$ cat config.mk
export PLATFORM = sky130hd
export DESIGN_NAME = rcmq_ctrl
export DESIGN_NICKNAME = d
export VERILOG_FILES = /design/src/hdl/rcmq_pkg.sv /design/src/hdl/rcmq_ctrl.sv
export SDC_FILE = /design/constraint.sdc
export NUM_CORES = 1
export LEC_CHECK = 0
export ABC_CLOCK_PERIOD_IN_PS = 7600
export BUFFER_PORTS_ARGS = -buffer_cell sky130_fd_sc_hd__buf_4
export CORE_MARGIN = 3
export CORE_UTILIZATION = 35
export CTS_CLUSTER_DIAMETER = 60
export DETAILED_ROUTE_END_ITERATION = 8
export GPL_TIMING_DRIVEN = 0
export HOLD_SLACK_MARGIN = 0.02
export PLACE_DENSITY_LB_ADDON = 0.2
export SKIP_CTS_REPAIR_TIMING = 1
export SYNTH_ARGS = -nofsm -noshare
export SYNTH_HDL_FRONTEND = slang
export SYNTH_SLANG_ARGS = --single-unit
$ cat constraint.sdc
create_clock -name clk -period 7.6 [get_ports clk]
set_input_delay 0.38 -clock clk [delete_from_list [all_inputs] [get_ports clk]]
set_output_delay 0.38 -clock clk [all_outputs]
set_load 0.01 [all_outputs]
$ cat src/hdl/rcmq_pkg.sv
// Shared constants and control types for the range raise / range maximum tree.
`timescale 1ns / 1ps
`default_nettype none
package rcmq_pkg;

  localparam int DATA_W            = 32;
  localparam int POS_W             = 10;
  localparam int CFG_W             = 11;
  localparam int POSITIONS_DEFAULT = 1024;
  localparam logic [CFG_W-1:0] CFG_RESET = 11'd1024;

  // func codes
  localparam logic FUNC_RAISE = 1'b0;
  localparam logic FUNC_QUERY = 1'b1;

  // commands from the controller to the datapath
  typedef struct packed {
    logic clr;       // write zero at addr (clearing pass)
    logic load;      // capture a new word, zero the accumulator
    logic rd;        // read the node at addr
    logic wr;        // combine the node read last cycle, write it back on a raise
    logic path;      // node lies on a leaf-to-root path (else a cover node)
    logic out_load;  // move the accumulator into the result register
  } rcmq_cmd_t;

endpackage
`default_nettype wire

$ cat src/hdl/rcmq_ctrl.sv
// Controller: clearing pass, tree walk sequencing and result handshake.
`timescale 1ns / 1ps
`default_nettype none
module rcmq_ctrl #(
  parameter int POSITIONS = rcmq_pkg::POSITIONS_DEFAULT,
  parameter int ADDR_W    = $clog2(POSITIONS) + 1
) (
  input  wire logic                       clk,
  input  wire logic                       rst_n,
  input  wire logic                       in_valid,
  output logic                            in_ready,
  input  wire logic                       in_func,
  input  wire logic [rcmq_pkg::POS_W-1:0] in_low,
  input  wire logic [rcmq_pkg::POS_W-1:0] in_high,
  input  wire logic                       cfg_we,
  input  wire logic [rcmq_pkg::CFG_W-1:0] cfg_wdata,
  output logic                            out_valid,
  input  wire logic                       out_ready,
  output rcmq_pkg::rcmq_cmd_t             cmd,
  output logic [ADDR_W-1:0]               addr
);
  import rcmq_pkg::*;

  localparam int LEAVES = 1 << (ADDR_W - 1);

  typedef enum logic [5:0] {
    S_CLEAR = 6'b000001,
    S_IDLE  = 6'b000010,
    S_SCAN  = 6'b000100,
    S_RD    = 6'b001000,
    S_WR    = 6'b010000,
    S_DONE  = 6'b100000
  } state_t;

  state_t            state_r, state_nxt;
  logic [CFG_W-1:0]  piu_r;
  logic [ADDR_W-1:0] clr_r, clr_nxt;
  logic [ADDR_W:0]   l_r, l_nxt, r_r, r_nxt;
  logic [ADDR_W-1:0] a_r, a_nxt, b_r, b_nxt, node_r, node_nxt;
  logic [1:0]        sub_r, sub_nxt;
  logic              path_r, path_nxt;
  logic              query_r, query_nxt;
  logic              out_valid_r, out_valid_nxt;

  logic [31:0]       n_w, hi_w, lo_w;
  logic              empty;
  logic              cand_vld;
  logic [ADDR_W-1:0] cand_node;
  logic              cand_path;
  logic              accept;

  // clamp the used span and the range end
  always_comb begin
    n_w = {{(32-CFG_W){1'b0}}, piu_r};
    if (n_w == 32'd0) n_w = 32'd1;
    if (n_w > 32'(POSITIONS)) n_w = 32'(POSITIONS);
    lo_w = {{(32-POS_W){1'b0}}, in_low};
    hi_w = {{(32-POS_W){1'b0}}, in_high};
    if (hi_w > n_w - 32'd1) hi_w = n_w - 32'd1;
    empty = lo_w > hi_w;
  end

  // node to visit at this step of the current level
  always_comb begin
    cand_vld  = 1'b0;
    cand_node = a_r;
    cand_path = 1'b1;
    case (sub_r)
      2'd0: begin
        cand_vld  = (l_r < r_r) && l_r[0];
        cand_node = l_r[ADDR_W-1:0];
        cand_path = 1'b0;
      end
      2'd1: begin
        cand_vld  = (l_r < r_r) && r_r[0];
        cand_node = ADDR_W'(r_r - (ADDR_W+1)'(1));
        cand_path = 1'b0;
      end
      2'd2: begin
        cand_vld  = 1'b1;
        cand_node = a_r;
      end
      default: begin
        cand_vld  = a_r != b_r;
        cand_node = b_r;
      end
    endcase
  end

  assign accept = in_valid && in_ready;

  always_comb begin
    state_nxt     = state_r;
    clr_nxt       = clr_r;
    l_nxt         = l_r;
    r_nxt         = r_r;
    a_nxt         = a_r;
    b_nxt         = b_r;
    node_nxt      = node_r;
    sub_nxt       = sub_r;
    path_nxt      = path_r;
    query_nxt     = query_r;
    out_valid_nxt = out_valid_r;
    cmd           = '0;
    in_ready      = state_r == S_IDLE;

    if (out_valid_r && out_ready) out_valid_nxt = 1'b0;

    case (state_r)
      S_CLEAR: begin
        cmd.clr = 1'b1;
        clr_nxt = clr_r + ADDR_W'(1);
        if (&clr_r) state_nxt = S_IDLE;
      end
      S_IDLE: begin
        if (accept) begin
          cmd.load  = 1'b1;
          query_nxt = in_func == FUNC_QUERY;
          l_nxt     = (ADDR_W+1)'(lo_w + 32'(LEAVES));
          r_nxt     = (ADDR_W+1)'(hi_w + 32'(LEAVES) + 32'd1);
          a_nxt     = ADDR_W'(lo_w + 32'(LEAVES));
          b_nxt     = ADDR_W'(hi_w + 32'(LEAVES));
          sub_nxt   = 2'd0;
          if (empty) begin
            if (in_func == FUNC_QUERY) state_nxt = S_DONE;
          end else begin
            state_nxt = S_SCAN;
          end
        end
      end
      S_SCAN: begin
        if (cand_vld) begin
          node_nxt  = cand_node;
          path_nxt  = cand_path;
          state_nxt = S_RD;
        end else if (sub_r != 2'd3) begin
          sub_nxt = sub_r + 2'd1;
        end else if (a_r == ADDR_W'(1)) begin
          state_nxt = S_DONE;
        end else begin
          l_nxt   = (l_r + (ADDR_W+1)'(l_r[0])) >> 1;
          r_nxt   = (r_r - (ADDR_W+1)'(r_r[0])) >> 1;
          a_nxt   = a_r >> 1;
          b_nxt   = b_r >> 1;
          sub_nxt = 2'd0;
        end
      end
      S_RD: begin
        cmd.rd    = 1'b1;
        state_nxt = S_WR;
      end
      S_WR: begin
        cmd.wr    = 1'b1;
        cmd.path  = path_r;
        state_nxt = S_SCAN;
        if (sub_r != 2'd3) begin
          sub_nxt = sub_r + 2'd1;
        end else if (a_r == ADDR_W'(1)) begin
          state_nxt = S_DONE;
        end else begin
          l_nxt   = (l_r + (ADDR_W+1)'(l_r[0])) >> 1;
          r_nxt   = (r_r - (ADDR_W+1)'(r_r[0])) >> 1;
          a_nxt   = a_r >> 1;
          b_nxt   = b_r >> 1;
          sub_nxt = 2'd0;
        end
      end
      S_DONE: begin
        if (!query_r) begin
          state_nxt = S_IDLE;
        end else if (!out_valid_r || out_ready) begin
          cmd.out_load  = 1'b1;
          out_valid_nxt = 1'b1;
          state_nxt     = S_IDLE;
        end
      end
      default: state_nxt = S_IDLE;
    endcase
  end

  assign addr      = (state_r == S_CLEAR) ? clr_r : node_r;
  assign out_valid = out_valid_r;

  // control registers
  always_ff @(posedge clk) begin
    if (!rst_n) begin
      state_r     <= S_CLEAR;
      clr_r       <= '0;
      out_valid_r <= 1'b0;
      piu_r       <= CFG_RESET;
      sub_r       <= 2'd0;
    end else begin
      state_r     <= state_nxt;
      clr_r       <= clr_nxt;
      out_valid_r <= out_valid_nxt;
      sub_r       <= sub_nxt;
      if (cfg_we) piu_r <= cfg_wdata;
    end
  end

  // walk registers
  always_ff @(posedge clk) begin
    l_r     <= l_nxt;
    r_r     <= r_nxt;
    a_r     <= a_nxt;
    b_r     <= b_nxt;
    node_r  <= node_nxt;
    path_r  <= path_nxt;
    query_r <= query_nxt;
  end

endmodule
`default_nettype wire

# After elaboration in Yosys (flattened, before gate mapping)

Cells that the tools add are included.

Register bits after elaboration: 90
Latch bits: 0
RAM bits: 0
Memory bits (read-only): 0
Input port bits: 37
Output and inout bits: 19
Logic and storage cells: 114
Memories: 0

$add $sub $neg: 9
$mul: 0
Div/mod/pow operators: 0
Magnitude comparators: 4
Equal/unequal tests: 18
Shift-type cells: 0
Multiplexer cells: 56
Bitwise logic cells: 0
Reductions and logical operators: 15

Operator list:

| operator                                                        | number |
|---|---|
| 2-to-1 mux 11 bit                                               | 11 |
| case mux 11 bit (3 select lines)                                | 3 |
| 2-to-1 mux 12 bit                                               | 8 |
| case mux 12 bit (3 select lines)                                | 2 |
| 2-to-1 mux 6 bit                                                | 11 |
| greater-than comparator 10 x 32 -> 1 bit                        | 2 |
| case mux 6 bit (6 select lines)                                 | 1 |
| greater-than comparator 32 x 11 -> 1 bit, second input constant | 1 |
| 2-to-1 mux 32 bit                                               | 1 |
| subtractor 32 x 1 -> 32 bit, second input constant              | 1 |
| adder 10 x 11 -> 12 bit, second input constant                  | 1 |
| adder 12 x 1 -> 12 bit                                          | 1 |
| adder 12 x 1 -> 12 bit, second input constant                   | 1 |
| adder 12 x 11 -> 12 bit, second input constant                  | 1 |
| < comparator 12 bit                                             | 1 |
| 2-to-1 mux 1 bit                                                | 12 |
| != test 3 bit, second input constant                            | 4 |
| subtractor 12 x 1 -> 12 bit                                     | 1 |
| adder 11 x 1 -> 11 bit, second input constant                   | 1 |
| equality test 11 x 1 -> 1 bit, second input constant            | 1 |
| zero test 11 bit                                                | 1 |
| != test 11 bit                                                  | 1 |
| AND reduction 11 bit                                            | 1 |
| subtractor 11 x 1 -> 11 bit, second input constant              | 1 |
| 23 further kinds                                                | 33 |

# Longest topological paths before layout

Depth after elaboration: 11
Mapped depth: 28
Depth with buffers taken out: 26

# Least setup slack after synthesis

Ideal clock, no wire load.

Path kind: register to register
Start point: register piu_r[2]
End point: register state_r[5]
Library setup time: 119 ps
Arrival time: 5,236 ps
Data required time: 7,481 ps
Setup slack: 2,245 ps
Stages on the path, launching flop included: 27
Path buffers: 2
Period minus slack after synthesis: 5,355 ps
Cell sequence: dfxtp_1 > nor3_1 > and4_1 > o21ai_0 > ha_1 > or3b_2 > o211ai_1 > inv_1 > ha_1 > o21ai_0 > nand2b_1 > o41a_1 > o21ai_0 > o21a_1 > o21ai_2 > buf_2 > buf_2 > mux2i_1 > ha_1 > nor2b_1 > o21ai_0 > nand2_1 > a211oi_1 > a21oi_1 > mux2i_1 > nor3_1 > o221a_1

Longest elaborated chain between the ends: 11
Elaborated cells between the ends (all ways): 13
Classes of those cells: add/sub (1); order compare (3); eq/ne (1); mux (6); reduce/logical (2)

RTL lines:

| element                                    | RTL line         | source |
|---|---|---|
| start, declared                            | rcmq_ctrl.sv:36  | `logic [CFG_W-1:0] piu_r;` |
| start signal, assigned                     | rcmq_ctrl.sv:197 | `if (cfg_we) piu_r <= cfg_wdata;` |
| zero test 11 bit                           | rcmq_ctrl.sv:55  | `if (n_w == 32'd0) n_w = 32'd1;` |
| 2-to-1 mux 11 bit *                        | rcmq_ctrl.sv:55  |  |
| greater-than comparator 32 x 11 -> 1 bit   | rcmq_ctrl.sv:56  | `if (n_w > 32'(POSITIONS)) n_w = 32'(POSITIONS);` |
| 2-to-1 mux 11 bit *                        | rcmq_ctrl.sv:56  |  |
| subtractor 32 x 1 -> 32 bit *              | rcmq_ctrl.sv:59  | `if (hi_w > n_w - 32'd1) hi_w = n_w - 32'd1;` |
| greater-than comparator 10 x 32 -> 1 bit   | rcmq_ctrl.sv:59  |  |
| 2-to-1 mux 32 bit *                        | rcmq_ctrl.sv:59  |  |
| greater-than comparator 10 x 32 -> 1 bit * | rcmq_ctrl.sv:60  | `empty = lo_w > hi_w;` |
| 2-to-1 mux 6 bit                           | rcmq_ctrl.sv:124 | `if (empty) begin` |
| 2-to-1 mux 6 bit                           | rcmq_ctrl.sv:116 | `if (accept) begin` |
| case mux 6 bit (6 select lines)            | rcmq_ctrl.sv:109 | `case (state_r)` |
| end signal, assigned                       | rcmq_ctrl.sv:193 | `state_r <= state_nxt;` |
| end, declared                              | rcmq_ctrl.sv:35  | `state_t state_r, state_nxt;` |

Every way passes the cells marked *; elsewhere a longest branch is shown, timed or not. The select of a mux whose other input is x is not followed.
A chain may end at the register's enable or synchronous reset.

# Worst setup path after layout

Same ends and word-level chain as after synthesis.

==> flow_summary.yaml <==
grt:
  gr-usage-all-layers: 0.173
  grt_first_pass_wirelength_um: 26700
  number_of_global_route_vias_before_repair: 5100
  total_congestion_overflow: 0
  grt_antenna_before_repair: 0
  grt_start_max_net_pins: 35
yosys:
  syn-instance-count: 683
  yosysWarnings: 0
  synth-edff-count: 59
  netlist_top_cells_area: "sky130_fd_sc_hd__edfxtp_1, sky130_fd_sc_hd__dfxtp_1, sky130_fd_sc_hd__ha_1, sky130_fd_sc_hd__nand2_1, sky130_fd_sc_hd__xnor2_1"
  yosysMostFrequentCell: "sky130_fd_sc_hd__nand2_1"
  post-synth-top-area-fraction: 0.290
  yosys-top-cells-count: "sky130_fd_sc_hd__nand2_1, sky130_fd_sc_hd__edfxtp_1, sky130_fd_sc_hd__inv_1, sky130_fd_sc_hd__o21ai_0, sky130_fd_sc_hd__ha_1"
  yosysUniqueCellTypes: 60
  cell_taking_the_most_area_after_synthesis: "sky130_fd_sc_hd__edfxtp_1"
  fraction_of_the_yosys_area_taken_by_sequential_cells: 0.392
  syn_area_um2: 6100
  synth-async-reset-ratio: 0
  synth_ff_type: "sky130_fd_sc_hd__edfxtp_1"
  synth-seq-cells: 90
  syn-mean-instance-area_um2: 8.93
route:
  routedWlPerCell_um: 17.1
  initialDrtViolationCount: 473
  wirelength_um: 16700
  detail_route.first_pass.iterations: 6
  post_route_drc_violation_count: 0
  vias: 5269
  detail_route.vias_per_cell: 5.40
  final_antenna_net_count: 0
power_and_ir_drop:
  power-per-cell-area_nw_per_um2: 164
  design_power_total_mw: 1.17
  static-leakage-power_nw: 2.86
  ir_drop_uv: 106
place:
  detailed_place_hpwl_um: 13400
  placement.setup.worst_slack_ns: 0.839
  globalplace.congestion: 0.933
  port-buffer-count: 54
timing:
  timing.final.setup_violations: 0
  final_critical_path_setup_slack_ns: 0.880
  worst_pin_slew_ns: 0.643
  maxSlewViolCount: 0
  finalCriticalPeriod_ns: 6.72
  clock_skew_after_layout_ns: 0.0102
  hold_viol: 0
  maxSlewHeadroom: 0.571
  setup_repair_after_global_routing_missed_its_margin: "false"
  min_period_over_period: 0.884
  holdWs_ns: 0.242
  setup_tns_final_ns: 0
  maxClockFrequency_ghz: 0.149
final_layout:
  filler_cell_count: 1721
  layout-area-overhead-vs-synth_pct: 17.0
  layout-drive-gt1-share: 0.114
  sequential_cell_area_um2: 2390
  footprint_of_the_multi_input_gates_um2: 3430
  n_antenna_cell: 0
  nNetsFinal: 826
  final_core_util: 0.424
setup_path:
  critical-path-top-cell-by-count: "sky130_fd_sc_hd__o21ai_0"
  worst_setup_path_start_kind: "register"
  cp.arrival_ns: 7.01
  worst-endpoint-required_ns: 7.89
  path_class: "register to register"
  worstSetupEndpointType: "register"
  critical_path.slowest_cell: "sky130_fd_sc_hd__dfxtp_1"
  worstPathMaxFanout: 10
  crit_path_max_incr_delay_ns: 0.50
clocking:
  latest_clock_arrival_within_the_worst_skew_pair_ns: 0.35
  cts_inserted_buffers: 9
  tritoncts_clock_tree: "done"
  cts.sinks: 90
  cts-root-to-sink-buffers: 2
  root_buffer: "sky130_fd_sc_hd__clkbuf_16"
  htree_levels: 3
  clkTransAtPathRegs_ns: 0.07
worst_hold_path:
  hold_path.class: "primary input to register"
die:
  die_width_um: 138
  floorplan.die.height_um: 138
  io_pins: 56
  core_region_area_um2: 16800
  rows: 47
  start_util: 0.363
  die_area_um2: 19000
status:
  status: "completed"
job:
  maximum_capacitance_violations: 0
==> layer usage <==
metal,part of all wire,global-route usage
met3,0.053,0.0269
met5,0,0
met2,0.47,0.284
met1,0.45,0.226
met4,0.031,0.0770
==> state kept, by name (all words and copies together), names as in the netlist <==
| register | flops |
|---|---|
| clr_r | 11 |
| r_r | 12 |
| l_r | 12 |
| out_valid | 1 |
| query_r | 1 |
| path_r | 1 |
| piu_r | 11 |
| b_r | 11 |
| a_r | 11 |
| node_r | 11 |
| sub_r | 2 |
| state_r | 6 |
==> final timing paths <==
path                                       startpoint                 endpoint  slack (ns)  cells after the start
worst min register to register  clr_r[6]$_SDFFE_PN0P_    clr_r[6]$_SDFFE_PN0P_        0.52                      2
worst max-delay path            piu_r[2]$_SDFFE_PN0P_  state_r[5]$_SDFFE_PN0P_        0.88                     26
worst min-delay path                          in_func        query_r$_DFFE_PP_        0.24                      1
worst max register to register  piu_r[2]$_SDFFE_PN0P_  state_r[5]$_SDFFE_PN0P_        0.88                     26
==> power by group <==
part	internal (mW)	switching (mW)	total (mW)
Sequential	0.527	0.00617	0.533
Combinational	0.0725	0.0934	0.166
Clock	0.283	0.190	0.473
Total	0.883	0.289	1.17
==> stage by stage <==
stage               area, um^2  std cells
floorplan                 6100        684
global route              7140        975
finish                    7140        975
CTS                       7140        975
global placement          6780        958
detailed placement        6810        959
==> cells by family (layout without fill, tap and decap cells) <==
| group | count (synthesis) | after routing | share of synthesized area |
|---|---|---|---|
| xor gates and xnor gates | 45 | 45 | 0.0646 |
| buffers and inverters | 72 | 143 | 0.0466 |
| DFF | 90 | 90 | 0.392 |
| muxes | 32 | 32 | 0.0539 |
| and+or+nand+nor | 270 | 270 | 0.219 |
| adders and majority gates | 39 | 39 | 0.0800 |
| AOI/OAI and AO/OA | 134 | 134 | 0.143 |
| other | 1 | 2 | 0.000615 |
==> layout by cell type (no fill, tap or decap), drive strengths merged, types with 21 or more instances in the layout <==
master    n
nand2   123
buf      60
edfxtp   59
o21ai    49
inv      48
ha       39
xnor2    36
clkbuf   33
dfxtp    31
a21oi    29
mux2i    28
nor2     21
==> cell type report <==
| class | instances | share of cell area |
|---|---|---|
| tap | 220 | 0.0386 |
| inverter | 47 | 0.0247 |
| buffer | 25 | 0.0151 |
| clock buffer | 13 | 0.0426 |
| sequential | 90 | 0.335 |
| timing repair buffer | 55 | 0.0596 |
| multi-input combinational | 522 | 0.481 |
| clock inverter | 3 | 0.00298 |
==> worst max-delay path: cells and delay by family, from the launching register on <==
family	cells	cell delay [ns]
fa+ha+maj	3	1.00
flops	1	0.50
buf+inv	3	0.66
compound gates	12	2.52
simple gates	6	1.18
mux	2	0.79
No activity file was read; power rests on OpenSTA's default activity.
